===== config.mk =====
export PLATFORM = sky130hd
export DESIGN_NAME = serial_packet_deframer
export DESIGN_NICKNAME = d
export VERILOG_FILES = /design/src/rtl/core/spd_pkg.sv /design/src/rtl/core/serial_packet_deframer.sv /design/src/rtl/core/spd_parser.sv
export VERILOG_INCLUDE_DIRS = /design/src /design/src/rtl/core
export SDC_FILE = /design/constraint.sdc
export NUM_CORES = 1
export LEC_CHECK = 0
export ABC_AREA = 1
export BUFFER_PORTS_ARGS = -buffer_cell sky130_fd_sc_hd__buf_2
export CORE_ASPECT_RATIO = 1.75
export CORE_MARGIN = 2
export CORE_UTILIZATION = 50
export CTS_BUF_LIST = sky130_fd_sc_hd__clkbuf_2
export CTS_CLUSTER_DIAMETER = 50
export DETAILED_ROUTE_END_ITERATION = 6
export HOLD_SLACK_MARGIN = 0.06
export PLACE_DENSITY = 0.68
export SETUP_SLACK_MARGIN = 0.2
export SYNTH_ARGS = -nofsm -noshare
export SYNTH_HDL_FRONTEND = slang
export SYNTH_HIERARCHICAL = 1
export SYNTH_SLANG_ARGS = --single-unit

===== constraint.sdc =====
create_clock -name clk -period 6.7 [get_ports clk]
set_clock_uncertainty 0.15 [all_clocks]
set_input_delay 0.335 -clock clk [delete_from_list [all_inputs] [get_ports clk]]
set_output_delay 0.335 -clock clk [all_outputs]
set_load 0.1 [all_outputs]

===== src/rtl/core/assert_macros.svh =====
// ----------------------------------------------------------------------------
// Assertion macros
// Clocked assertion helpers shared by the RTL. Each use expects clk and
// arst_n to be in scope.
// ----------------------------------------------------------------------------
`ifndef ASSERT_MACROS_SVH
`define ASSERT_MACROS_SVH

// Property must hold at every clock edge outside reset.
`define ASSERT_CLK(lbl, prop, msg) \
	lbl: assert property (@(posedge clk) disable iff (!arst_n) prop) else $error(msg);

// Condition must never be true outside reset.
`define ASSERT_NEVER(lbl, cond, msg) \
	`ASSERT_CLK(lbl, !(cond), msg)

`endif


===== src/rtl/core/spd_pkg.sv =====
// ----------------------------------------------------------------------------
// spd_pkg
// Types, codes and keyword tables of the serial packet deframer.
// ----------------------------------------------------------------------------
package spd_pkg;

	localparam int MAX_BODY_BYTES = 4095;
	localparam int MIN_BODY_BYTES = 5;
	localparam int BODY_LEN_W     = $clog2(MAX_BODY_BYTES + 1);

	localparam int CAT_COUNT = 12;
	localparam int CAT_W     = 4;
	localparam logic [CAT_W-1:0] CAT_UNKNOWN = 4'd12;

	localparam logic [7:0] CHAR_TAB = 8'h09;
	localparam logic [7:0] CHAR_LF  = 8'h0A;

	localparam logic [7:0] START_FIRST_RST  = 8'd18;
	localparam logic [7:0] START_SECOND_RST = 8'd52;

	// config register indexes
	localparam logic REG_START_FIRST  = 1'b0;
	localparam logic REG_START_SECOND = 1'b1;

	// keywords, right-justified and zero padded
	localparam logic [63:0] WORD_TEXT [CAT_COUNT] = '{
		64'("txrx"), 64'("bno"), 64'("enc"), 64'("fsr"), 64'("safe"), 64'("ina"),
		64'("ir"), 64'("servo"), 64'("lox"), 64'("ready"), 64'("wifi"),
		64'("shutdown")
	};
	localparam logic [3:0] WORD_LEN [CAT_COUNT] = '{
		4'd4, 4'd3, 4'd3, 4'd3, 4'd4, 4'd3, 4'd2, 4'd5, 4'd3, 4'd5, 4'd4, 4'd8
	};

	typedef enum logic [1:0] {
		MODE_HUNT,
		MODE_START,
		MODE_NUMBER,
		MODE_CATEGORY
	} mode_t;

	typedef enum logic [2:0] {
		ST_OK          = 3'd0,
		ST_TOO_SHORT   = 3'd1,
		ST_CKSUM_BAD   = 3'd2,
		ST_CAT_MISSING = 3'd3,
		ST_NUMBER_BAD  = 3'd4
	} status_t;

	typedef struct packed {
		status_t               status;
		logic [31:0]           number;
		logic                  mismatch;
		logic [CAT_W-1:0]      code;
		logic [BODY_LEN_W-1:0] length;
	} result_t;

	function automatic logic is_digit(input logic [7:0] c);
		return (c >= 8'h30) && (c <= 8'h39);
	endfunction

	// {ok, value}
	function automatic logic [4:0] hex_nibble(input logic [7:0] c);
		logic [4:0] r;
		r = 5'd0;
		if (is_digit(c))
			r = {1'b1, c[3:0]};
		else if (((c >= 8'h61) && (c <= 8'h66)) || ((c >= 8'h41) && (c <= 8'h46)))
			r = {1'b1, 4'(c[3:0] + 4'd9)};
		return r;
	endfunction

	// drop keywords that do not have character c at position pos
	function automatic logic [CAT_COUNT-1:0] cat_keep(
		input logic [CAT_COUNT-1:0] mask,
		input logic [3:0]           pos,
		input logic [7:0]           c
	);
		logic [63:0]          w;
		logic [CAT_COUNT-1:0] m;
		m = mask;
		for (int i = 0; i < CAT_COUNT; i++) begin
			w = WORD_TEXT[i] << (8 * (8 - int'(WORD_LEN[i])));
			if ((pos >= WORD_LEN[i]) || (w[8 * (7 - int'(pos[2:0])) +: 8] != c))
				m[i] = 1'b0;
		end
		return m;
	endfunction

	// lowest keyword still matching with full length wins
	function automatic logic [CAT_W-1:0] cat_lookup(
		input logic [CAT_COUNT-1:0] mask,
		input logic [3:0]           pos
	);
		logic [CAT_W-1:0] code;
		code = CAT_UNKNOWN;
		for (int i = CAT_COUNT - 1; i >= 0; i--) begin
			if (mask[i] && (pos == WORD_LEN[i]))
				code = CAT_W'(i);
		end
		return code;
	endfunction

endpackage


===== src/rtl/core/serial_packet_deframer.sv =====
// ----------------------------------------------------------------------------
// serial_packet_deframer
// Start-pair framed ASCII packet receiver with additive hex checksum check.
// ----------------------------------------------------------------------------
// Throughput: one received byte per cycle; in_stall rises only while the
//   output register and its skid entry both hold results.
// Result path: a frame result passes from the newline transfer through the
//   input register, then the result register (or its skid entry while the
//   output stalls) before it can transfer out.
// Reset: arst_n clears all frame state and the expected count; start bytes
//   return to 0x12 and 0x34. No clearing pass.
`include "assert_macros.svh"

module serial_packet_deframer (
	input  logic                           clk,
	input  logic                           arst_n,
	// byte input
	input  logic                           in_valid,
	output logic                           in_stall,
	input  logic [7:0]                     rx_byte,
	// frame result
	output logic                           out_valid,
	input  logic                           out_stall,
	output logic [2:0]                     frame_status,
	output logic [31:0]                    packet_number,
	output logic                           sequence_mismatch,
	output logic [spd_pkg::CAT_W-1:0]      category_code,
	output logic [spd_pkg::BODY_LEN_W-1:0] body_length,
	// config writes
	input  logic                           cfg_valid,
	output logic                           cfg_ready,
	input  logic                           cfg_index,
	input  logic [7:0]                     cfg_data
);

	logic [7:0]       start_first_q, start_second_q;
	logic             valid_s1;
	logic [7:0]       byte_s1;
	logic             advance;
	logic             res_valid;
	spd_pkg::result_t res;
	spd_pkg::result_t out_q, skid_q;
	logic             out_valid_q, skid_valid_q;
	logic             out_free;

	assign cfg_ready = 1'b1;

	always_ff @(posedge clk or negedge arst_n) begin
		if (!arst_n) begin
			start_first_q  <= spd_pkg::START_FIRST_RST;
			start_second_q <= spd_pkg::START_SECOND_RST;
		end else if (cfg_valid && cfg_ready) begin
			case (cfg_index)
				spd_pkg::REG_START_FIRST:  start_first_q  <= cfg_data;
				spd_pkg::REG_START_SECOND: start_second_q <= cfg_data;
				default: ;
			endcase
		end
	end

	// input register; a byte moves on unless the skid entry is occupied
	assign advance  = valid_s1 && !skid_valid_q;
	assign in_stall = valid_s1 && skid_valid_q;

	always_ff @(posedge clk or negedge arst_n) begin
		if (!arst_n)
			valid_s1 <= 1'b0;
		else if (!in_stall)
			valid_s1 <= in_valid;
	end

	always_ff @(posedge clk) begin
		if (in_valid && !in_stall)
			byte_s1 <= rx_byte;
	end

	spd_parser u_parser (
		.clk          (clk),
		.arst_n       (arst_n),
		.step         (advance),
		.byte_in      (byte_s1),
		.start_first  (start_first_q),
		.start_second (start_second_q),
		.res_valid    (res_valid),
		.res          (res)
	);

	// result register with one skid entry behind it
	assign out_free = !out_valid_q || !out_stall;

	always_ff @(posedge clk or negedge arst_n) begin
		if (!arst_n) begin
			out_valid_q  <= 1'b0;
			skid_valid_q <= 1'b0;
		end else if (out_free) begin
			out_valid_q  <= skid_valid_q || res_valid;
			skid_valid_q <= 1'b0;
		end else if (res_valid) begin
			skid_valid_q <= 1'b1;
		end
	end

	always_ff @(posedge clk) begin
		if (out_free) begin
			if (skid_valid_q)
				out_q <= skid_q;
			else if (res_valid)
				out_q <= res;
		end else if (res_valid) begin
			skid_q <= res;
		end
	end

	assign out_valid         = out_valid_q;
	assign frame_status      = out_q.status;
	assign packet_number     = out_q.number;
	assign sequence_mismatch = out_q.mismatch;
	assign category_code     = out_q.code;
	assign body_length       = out_q.length;

	`ASSERT_CLK(a_skid_behind_out, skid_valid_q |-> out_valid_q, "skid entry without output entry")
	`ASSERT_CLK(a_error_fields_clear, out_valid_q && (out_q.status == spd_pkg::ST_TOO_SHORT || out_q.status == spd_pkg::ST_CKSUM_BAD || out_q.status == spd_pkg::ST_NUMBER_BAD) |-> out_q.number == 32'd0 && !out_q.mismatch && out_q.code == spd_pkg::CAT_UNKNOWN, "error frame carries number or category")
	`ASSERT_NEVER(a_missing_has_code, out_valid_q && out_q.status == spd_pkg::ST_CAT_MISSING && out_q.code != spd_pkg::CAT_UNKNOWN, "category missing with known code")
	`ASSERT_CLK(a_short_length, out_valid_q && out_q.status != spd_pkg::ST_TOO_SHORT |-> out_q.length >= spd_pkg::BODY_LEN_W'(spd_pkg::MIN_BODY_BYTES), "short body not flagged")

endmodule


===== src/rtl/core/spd_parser.sv =====
// ----------------------------------------------------------------------------
// spd_parser
// Frame state of the deframer: start-pair hunt, streamed body parse with a
// two-byte checksum hold-back, and the end-of-frame result.
// ----------------------------------------------------------------------------
module spd_parser (
	input  logic                  clk,
	input  logic                  arst_n,
	input  logic                  step,
	input  logic [7:0]            byte_in,
	input  logic [7:0]            start_first,
	input  logic [7:0]            start_second,
	output logic                  res_valid,
	output spd_pkg::result_t      res
);

	spd_pkg::mode_t                      mode_q, mode_d;
	logic [7:0]                          sum_q, sum_d;
	logic [15:0]                         held_q, held_d;
	logic [spd_pkg::BODY_LEN_W-1:0]      count_q, count_d;
	logic [31:0]                         acc_q, acc_d;
	logic [3:0]                          pos_q, pos_d;
	logic [spd_pkg::CAT_COUNT-1:0]       mask_q, mask_d;
	logic [31:0]                         expected_q, expected_d;
	logic                                bad_q, bad_d;
	logic                                cat_done_q, cat_done_d;

	logic [7:0]  old_byte;
	logic [7:0]  hi, lo;
	logic [4:0]  hi_hex, lo_hex;
	logic [31:0] num_full;
	logic        num_bad;
	logic [3:0]  pos_inc;

	assign old_byte = held_q[15:8];
	assign hi       = held_q[15:8];
	assign lo       = held_q[7:0];
	assign hi_hex   = spd_pkg::hex_nibble(hi);
	assign lo_hex   = spd_pkg::hex_nibble(lo);
	assign pos_inc  = (pos_q == 4'hF) ? pos_q : pos_q + 4'd1;

	// number still open at the newline takes both checksum characters as digits
	assign num_full = (acc_q << 6) + (acc_q << 5) + (acc_q << 2)
		+ 32'({hi[3:0], 3'b000}) + 32'({hi[3:0], 1'b0}) + 32'(lo[3:0]);
	assign num_bad  = bad_q
		|| ((mode_q == spd_pkg::MODE_NUMBER) && (!spd_pkg::is_digit(hi)
		|| !spd_pkg::is_digit(lo)));

	always_comb begin
		mode_d     = mode_q;
		sum_d      = sum_q;
		held_d     = held_q;
		count_d    = count_q;
		acc_d      = acc_q;
		pos_d      = pos_q;
		mask_d     = mask_q;
		expected_d = expected_q;
		bad_d      = bad_q;
		cat_done_d = cat_done_q;
		res_valid  = 1'b0;
		res        = '{status: spd_pkg::ST_OK, number: 32'd0, mismatch: 1'b0,
			code: spd_pkg::CAT_UNKNOWN, length: count_q};

		if (step) begin
			case (mode_q)
				spd_pkg::MODE_HUNT: begin
					if (byte_in == start_first)
						mode_d = spd_pkg::MODE_START;
				end
				spd_pkg::MODE_START: begin
					mode_d = (byte_in == start_second) ? spd_pkg::MODE_NUMBER
						: spd_pkg::MODE_HUNT;
					sum_d      = 8'd0;
					held_d     = 16'd0;
					count_d    = '0;
					acc_d      = 32'd0;
					pos_d      = 4'd0;
					mask_d     = '1;
					bad_d      = 1'b0;
					cat_done_d = 1'b0;
				end
				default: begin
					if (byte_in == spd_pkg::CHAR_LF) begin
						res_valid  = 1'b1;
						expected_d = expected_q + 32'd1;
						if (count_q < spd_pkg::BODY_LEN_W'(spd_pkg::MIN_BODY_BYTES)) begin
							res.status = spd_pkg::ST_TOO_SHORT;
						end else if (!hi_hex[4] || !lo_hex[4]
							|| ({hi_hex[3:0], lo_hex[3:0]} != sum_q)) begin
							res.status = spd_pkg::ST_CKSUM_BAD;
						end else if (num_bad) begin
							res.status = spd_pkg::ST_NUMBER_BAD;
						end else begin
							res.number = (mode_q == spd_pkg::MODE_NUMBER) ? num_full : acc_q;
							res.mismatch = (res.number != expected_q);
							expected_d   = res.number + 32'd1;
							if (mode_q == spd_pkg::MODE_NUMBER)
								res.status = spd_pkg::ST_CAT_MISSING;
							else
								res.code = spd_pkg::cat_lookup(mask_q, pos_q);
						end
						mode_d     = spd_pkg::MODE_HUNT;
						sum_d      = 8'd0;
						held_d     = 16'd0;
						count_d    = '0;
						acc_d      = 32'd0;
						pos_d      = 4'd0;
						mask_d     = '1;
						bad_d      = 1'b0;
						cat_done_d = 1'b0;
					end else begin
						// oldest held byte is now known not to be checksum
						if (count_q >= spd_pkg::BODY_LEN_W'(2)) begin
							sum_d = sum_q + old_byte;
							if (mode_q == spd_pkg::MODE_NUMBER) begin
								if (old_byte == spd_pkg::CHAR_TAB) begin
									if (pos_q == 4'd0)
										bad_d = 1'b1;
									mode_d = spd_pkg::MODE_CATEGORY;
									pos_d  = 4'd0;
								end else if (spd_pkg::is_digit(old_byte)) begin
									acc_d = (acc_q << 3) + (acc_q << 1) + 32'(old_byte[3:0]);
									pos_d = pos_inc;
								end else begin
									bad_d = 1'b1;
								end
							end else if (!cat_done_q) begin
								if (old_byte == spd_pkg::CHAR_TAB) begin
									cat_done_d = 1'b1;
								end else begin
									mask_d = spd_pkg::cat_keep(mask_q, pos_q, old_byte);
									pos_d  = pos_inc;
								end
							end
						end
						held_d = {held_q[7:0], byte_in};
						if (count_q < spd_pkg::BODY_LEN_W'(spd_pkg::MAX_BODY_BYTES))
							count_d = count_q + 1'b1;
					end
				end
			endcase
		end
	end

	always_ff @(posedge clk or negedge arst_n) begin
		if (!arst_n) begin
			mode_q     <= spd_pkg::MODE_HUNT;
			sum_q      <= 8'd0;
			held_q     <= 16'd0;
			count_q    <= '0;
			acc_q      <= 32'd0;
			pos_q      <= 4'd0;
			mask_q     <= '1;
			expected_q <= 32'd0;
			bad_q      <= 1'b0;
			cat_done_q <= 1'b0;
		end else begin
			mode_q     <= mode_d;
			sum_q      <= sum_d;
			held_q     <= held_d;
			count_q    <= count_d;
			acc_q      <= acc_d;
			pos_q      <= pos_d;
			mask_q     <= mask_d;
			expected_q <= expected_d;
			bad_q      <= bad_d;
			cat_done_q <= cat_done_d;
		end
	end

endmodule

==> results of run 1 <==
[registers in the layout (all words and copies together), names as in the netlist, 8 cells and up]
register and flops:
skid_q 52, packet_number 32, u_parser/acc_q 32, u_parser/expected_q 32, u_parser/held_q 16, body_length 12
u_parser/count_q 12, u_parser/mask_q 12, byte_s1 8, start_first_q 8, start_second_q 8, u_parser/sum_q 8
[logic make-up after synthesis]
group	Yosys count	synth area share [%]
adders and majority gates	178	12.3
buffers and inverters	503	9.75
other	1	0.0185
AOI/OAI and AO/OA	417	11.6
and+or+nand+nor	1330	28.1
DFF	251	33.8
xor gates and xnor gates	103	4.44
[power groups by stage]
stage / clock network (mW) / registers [mW] / logic (mW)
3_3_place_gp: 0 / 1.99 / 2.72
4_1_cts: 1.09 / 1.96 / 2.78
3_5_place_dp: 0 / 1.99 / 2.73
6_report: 1.06 / 1.97 / 2.82
2_1_floorplan: 0 / 1.91 / 1.87
5_1_grt: 1.16 / 1.98 / 3.08
[worst max-delay path by stage]
| stage | start | endpoint | cells after the start |
|---|---|---|---|
| after detailed placement | u_parser/held_q[8]$_DFFE_PN0P_ | sequence_mismatch$_DFFE_PP_ | 26 |
| after global routing | u_parser/held_q[8]$_DFFE_PN0P_ | sequence_mismatch$_DFFE_PP_ | 26 |
| after floorplan | skid_valid_q$_DFFE_PN0P_ | body_length[0]$_DFFE_PP_ | 10 |
| final | u_parser/held_q[8]$_DFFE_PN0P_ | sequence_mismatch$_DFFE_PP_ | 26 |
| after global placement | u_parser/held_q[8]$_DFFE_PN0P_ | sequence_mismatch$_DFFE_PP_ | 26 |
| after CTS | u_parser/held_q[8]$_DFFE_PN0P_ | sequence_mismatch$_DFFE_PP_ | 26 |
[what timing repair did]
item | 4_1_cts | 5_1_grt
resized for setup | 0 | 0
hold endpoints to repair | 160 | 0
hold buffers | 55 | 0
[metrics by stage]
step           setup WS, ps  utilization (%)  instances  power, mW
4_1_cts                1120             55.6       3475       5.83
3_3_place_gp           1320             52.8       3307       4.71
2_1_floorplan          1660                -       2783       3.78
3_5_place_dp           1190             52.8       3307       4.73
6_report               1100             55.6       3477       5.85
5_1_grt                 731             55.6       3477       6.22
[layout by cell type (no fill, tap or decap), types with 6 or more instances in the layout]
master,netlist,layout
nand2_1,750,750
inv_1,427,427
nor2_1,241,239
nand3_1,178,178
ha_1,143,142
a21oi_1,133,132
o21ai_0,126,126
dfrtp_1,122,121
edfxtp_1,112,112
xor2_1,89,89
clkbuf_2,3,86
buf_2,23,74
o21ai_1,54,54
dlygate4sd3_1,0,54
nand4_1,35,35
fa_1,35,35
o22ai_1,34,34
nor3_1,34,33
nor4_1,20,20
o211ai_1,19,19
clkinv_1,2,18
dfstp_2,17,17
buf_4,4,16
nor2_2,15,15
xnor2_1,14,14
inv_2,12,13
or2_2,11,11
nand3b_1,9,9
nor2_4,6,8
clkinv_2,0,8
o2111ai_1,8,8
nand2_2,7,7
a211oi_1,6,6
o21a_1,6,6
[critical path, cell delays in order (launching register included)]
cell,delay (ps)
dfrtp_1,550
inv_1,510
fa_1,540
fa_1,460
inv_1,70
ha_1,210
inv_1,70
fa_1,390
inv_1,120
nand2_1,80
nand2_1,110
nand3_1,140
nand2_1,170
nand2_1,90
nand3_1,90
nand2_1,50
nand3_1,190
nand2_1,270
xor2_1,210
a21oi_1,130
nand2_1,70
nor2_1,230
nand3_1,150
nand2_1,90
inv_1,60
inv_1,50
o21ai_1,70
[metal layers]
metal / wire length (um) / global-route usage [%] / share of wire, % / vias up
li1: - / - / - / 9412
met4: 7590 / 30.6 / 10 / 0
met3: 2910 / 4.10 / 4.0 / 289
met1: 23600 / 30.9 / 32 / 9097
met5: 0 / 0 / 0 / -
met2: 38800 / 65.4 / 53 / 653
[cell type report]
class | instances | area share, %
Timing Repair Buffer | 146 | 4.80
Clock inverter | 27 | 0.640
Sequential cell | 251 | 30.8
Clock buffer | 86 | 1.93
Antenna cell | 2 | 0.0225
Inverter | 441 | 7.43
Tap cell | 495 | 2.78
Multi-Input combinational cell | 2029 | 51.6
==> impl_results.md, run 1 <==
- Synth async-reset ratio: 55.4%
- First-pass GRT wire length: 110 mm
- Layout cell share with drive strength beyond 1: 9.56%
- WHS: 310 ps
- Post-CTS setup repair buffer count: 0
- Hold worst-path end: frame_status[2]$_DFFE_PP_
- Global Route Usage Sum: 34.4%
- Cell Area, Synth: 20300 um2
- Die area: 42300 um2
- WS Path Type: flop to flop
- Reg2reg start: u_parser/held_q[8]$_DFFE_PN0P_
- DRT Pass-1 Iters: 5
- Num CTS Buffers: 60
- Die W: 156 um
- Maxcap violations: 0
- Final instance area: 22300 um2
- CTS sink cnt: 251
- Vias: 19500
- Reg2Reg Setup Slack: 1100 ps
- Commonest cells in the synthesized netlist: 750 x nand2_1, 427 x inv_1, 241 x nor2_1
- Final hold violation count: 0
- FF+latch area: 6870 um2
- Syn avg cell area: 7.30 um2
- IO Pins: 77
- Synth unique cells: 66
- Synth Register Bits: 251
- Fin nets: 3129
- Core area: 40100 um2
- Starting Density: 50.7%
- Area of the multi-input gates: 11500 um2
- Seq/Total Area, Yosys: 33.8%
- Number of synthesized flops with an enable pin: 112
- Final Max Tran Viols: 0
- Post-synth top area share: 16.6%
- Most numerous cell in the Yosys netlist: nand2_1
- Placed Area: 21100 um2
- Int Pwr: 2.99 mW
- R2R Path End: sequence_mismatch$_DFFE_PP_
- Req. time, crit path: 7260 ps
- Sequential fraction of design power: 33.7%
- DP HPWL: 57.4 mm
- DRC viols: 0
- Clk buf depth: 3
- Reg2reg path depth: 26
- HP Start: out_stall
- H-tree levels: 2
- Wire length per cell: 20.9 um
- Critical Path Sink Type: flop
- Worst-Skew Late Latency: 1000 ps
- Layout area overhead: 9.75%
- Initial antenna violation count: 1
- Number of port buffers: 75
- Post-Route Setup TNS: 0 ps
- Clock root cell: clkbuf_2
- RePlAce Congestion: 1.03
- Antenna Violating Nets Remaining: 0
- Net switching power: 2.86 mW
- Ys Warns: 6
- Outcome: completed
- Final min period: 5600 ps
- Cells after synthesis: 2783
- Maximum clock rate: 179 MHz
- Switching share of power: 48.9%
- Clock-pin slew on the worst setup and hold paths: 120 ps
- Final period util: 83.6%
- Combinational power share: 48.2%
- Setup violations, final: 0
- CP Data Arrival Time: 6160 ps
- RSZ-0062 raised after global routing: no
- Dominant cells by area after synthesis: edfxtp_1 17%, dfrtp_1 15%, nand2_1 14%
- Worst hold path depth: 3
- Startpoint Class: flop
- CP Max Fanout: 14
- Leak: 10.9 nW
- IR drop worst, VDD: 228 uV
- Min-Delay Path Class: input port to flop
- Grt ovf: 0
- Slew margin rel.: 10.1%
- Worst Tran Pin Value: 1310 ps
- Post-Route WL: 72.8 mm
- Clock Power Share: 18.1%
- Area leader, netlist: edfxtp_1
- First DRT Iteration DRCs: 1130
- Routed vias/inst: 5.59
- Primary FF master, synth: dfrtp_1
- Net count after synthesis: 2983
- Power per Cell Area: 262 nW/um2
- Vias in the first global route: 19800
- CTS tree: built
- Fill cells: 3925
- Largest net degree at the start of global routing: 106
- Die Span Y: 271 um
- Std cell rows: 97
Power figures use the tool's default switching activity.
==> inputs of run 2 (changes only) <==
Clock period 6.7 ns to 5.9 ns, I/O delays scaled along.
==> run 2 against run 1 <==
Compared with the run above: die area stayed put; fmax is 9.3% higher; largest cell class unchanged; design area is 1.3% higher; clock-buffer cell count is 8 lower; cell count is 0.66% higher; via count is 0.67% higher; largest power group unchanged; hold slack worse by 43 ps; setup slack worse by 320 ps.
==> impl_results.md, run 2 (synthesis gave the netlist of run 1 again) <==
- Core area: 40100 um2 (unchanged)
- CTS tree: built
- Reg2Reg Setup Slack: 780 ps (-320 ps)
- Worst path slowest cell: a21oi_1
- Maxcap violations: 0 (unchanged)
- Fin nets: 3151 (+0.70%)
- First DRT Iteration DRCs: 1289 (+14%)
- Post-CTS setup repair buffer count: 0 (unchanged)
- RePlAce Congestion: 1.01 (-1.8%)
- CP cell instances: inv_1, fa_1, inv_1, ha_1, ha_1, a21oi_1, nand2_1, a21oi_1, nand3_1, nand2_1, nand2_1, nand2_1, nand2_1, inv_1, nand2_1, a21oi_1, nand2_1, nor2_1, nand3_1, nand2_1, inv_1, inv_1, o21ai_1
- Num CTS Buffers: 61 (+1.7%)
- Setup violations, final: 0 (unchanged)
- Final non-filler cell total: 3500 (+0.66%)
- Critical path's largest stage delay: 570 ps (+20 ps)
- Critical Path Sink Type: flop
- Top reg by flops: skid_q
- IR drop worst, VDD: 264 uV (+16%)
- Largest net degree at the start of global routing: 107 (+0.94%)
- Worst Tran Pin Value: 1300 ps (-16.3 ps)
- Startpoint Class: flop
- Worst-Skew Late Latency: 1010 ps (about the same)
- Maximum clock rate: 195 MHz (+9.3%)
- Vias in the first global route: 20200 (+2.1%)
- DP HPWL: 57.9 mm (+0.73%)
- Final instance area: 22600 um2 (+1.3%)
- Most common cell after layout, fill and taps aside: nand2_1
- Power per Cell Area: 305 nW/um2 (+16%)
- CP most frequent cell: nand2_1
- CTS sink cnt: 251 (unchanged)
- CP Max Fanout: 6 (-8)
- Layout cell share with drive strength beyond 1: 10.0% (+0.46 points)
- Clock-pin slew on the worst setup and hold paths: 130 ps (about the same)
- Die W: 156 um (unchanged)
- FF+latch area: 6870 um2 (unchanged)
- CP Data Arrival Time: 5670 ps (-490 ps)
- Clk buf depth: 3 (unchanged)
- Area of the multi-input gates: 11500 um2 (unchanged)
- Placed Cells: 3326 (+0.57%)
- Post-Route WL: 73.7 mm (+1.3%)
- WS Path Type: flop to flop
- Req. time, crit path: 6450 ps (-810 ps)
- DRC viols: 0 (unchanged)
- WHS: 267 ps (-42.8 ps)
- First-pass GRT wire length: 112 mm (+1.8%)
- Number of port buffers: 75 (unchanged)
- Die area: 42300 um2 (unchanged)
- Antenna Violating Nets Remaining: 0 (unchanged)
- Clock root cell: clkbuf_2
- Slew margin rel.: 13.0% (+2.9 points)
- Min-Delay Path Class: input port to flop
- Final period util: 86.8% (+3.2 points)
- Final Max Tran Viols: 0 (unchanged)
- RSZ-0062 raised after global routing: no
- Final min period: 5120 ps (-478 ps)
- Placed Area: 21300 um2 (+0.73%)
- Global Route Usage Sum: 35.1% (+0.66 points)
- Die Span Y: 271 um (unchanged)
- Final hold violation count: 0 (unchanged)
- IO Pins: 77 (unchanged)
- Outcome: completed
- H-tree levels: 2 (unchanged)
- Initial antenna violation count: 1 (unchanged)
- DRT Pass-1 Iters: 6 (+1)
- Leak: 11.1 nW (+1.2%)
- Fill cells: 3835 (-2.3%)
- Starting Density: 50.7% (unchanged)
- Post-Route Setup TNS: 0 ps (unchanged)
- Largest register FFs: 52 (unchanged)
- Vias: 19600 (+0.67%)
- Commonest cells after routing, fill and taps aside: 750 x nand2_1, 427 x inv_1, 239 x nor2_1
- Wire length per cell: 21.1 um (+0.59%)
- Std cell rows: 97 (unchanged)
- Grt ovf: 0 (unchanged)
- Routed vias/inst: 5.59 (about the same)
- Layout area overhead: 11.1%
-- run 2: cell count changes in the layout (fill, tap and decap cells not counted), sizes merged --
| cell | change |
|---|---|
| buf | +19 |
| bufinv | +4 |
| clkbuf | -8 |
| clkinv | +8 |
| diode | -1 |
| dlygate4sd3 | +2 |
| inv | -1 |
-- run 2: area by class of cell --
type,count,share of cell area (%)
flip-flops and latches,251,30.4
diodes,1,0.0111
clock buffers,78,1.73
clock inverters,38,1.29
multi-input cells,2029,50.9
well taps,495,2.74
repair buffers,167,5.52
inverters,441,7.33
-- run 2: path summary, 6_finish.rpt --
path	from	end	cells after the start
max in group asynchronous	arst_n	u_parser/mode_q[0]$_DFFE_PN0P_	4
worst max-delay path	u_parser/acc_q[21]$_DFFE_PN0P_	sequence_mismatch$_DFFE_PP_	23
min in group asynchronous	arst_n	u_parser/mask_q[11]$_DFFE_PN1P_	3
worst max register to register	u_parser/acc_q[21]$_DFFE_PN0P_	sequence_mismatch$_DFFE_PP_	23
worst min register to register	u_parser/mask_q[5]$_DFFE_PN1P_	u_parser/mask_q[5]$_DFFE_PN1P_	2
worst min-delay path	out_stall	sequence_mismatch$_DFFE_PP_	3
-- run 2: through the flow --
step	utilization, %	setup slack, ps	power [mW]
global placement	53.2	988	5.41
floorplan	-	857	4.29
CTS	56.3	991	6.87
finish	56.4	779	6.89
detailed placement	53.2	974	5.43
global route	56.4	494	7.32
-- run 2: what timing repair did --
action / 4_1_cts / 5_1_grt
endpoints found under the hold margin: 212 / 0
hold buffers: 57 / 0
gates resized for setup: 0 / 0
-- run 2: power breakdown --
part / internal (mW) / leakage [nW] / switching (mW)
Combinational: 0.992 / 7.77 / 2.30
Sequential: 2.00 / 2.84 / 0.205
Clock: 0.602 / 0.473 / 0.792
-- run 2: worst max-delay path: cells and delay by family (launching register included) --
kind / cells / cell delay, ps
AND/OR/NAND/NOR: 11 / 1330
AO/OA/AOI/OAI: 4 / 1200
adder cells (fa/ha/maj): 3 / 910
buffers and inverters: 5 / 670
flip-flops: 1 / 530
-- run 2: layer usage --
layer  track usage (%)  wire length (um)
met2              66.1             39200
met1              30.8             23100
met5                 0                 0
met4              33.2              8240
met3              4.73              3160
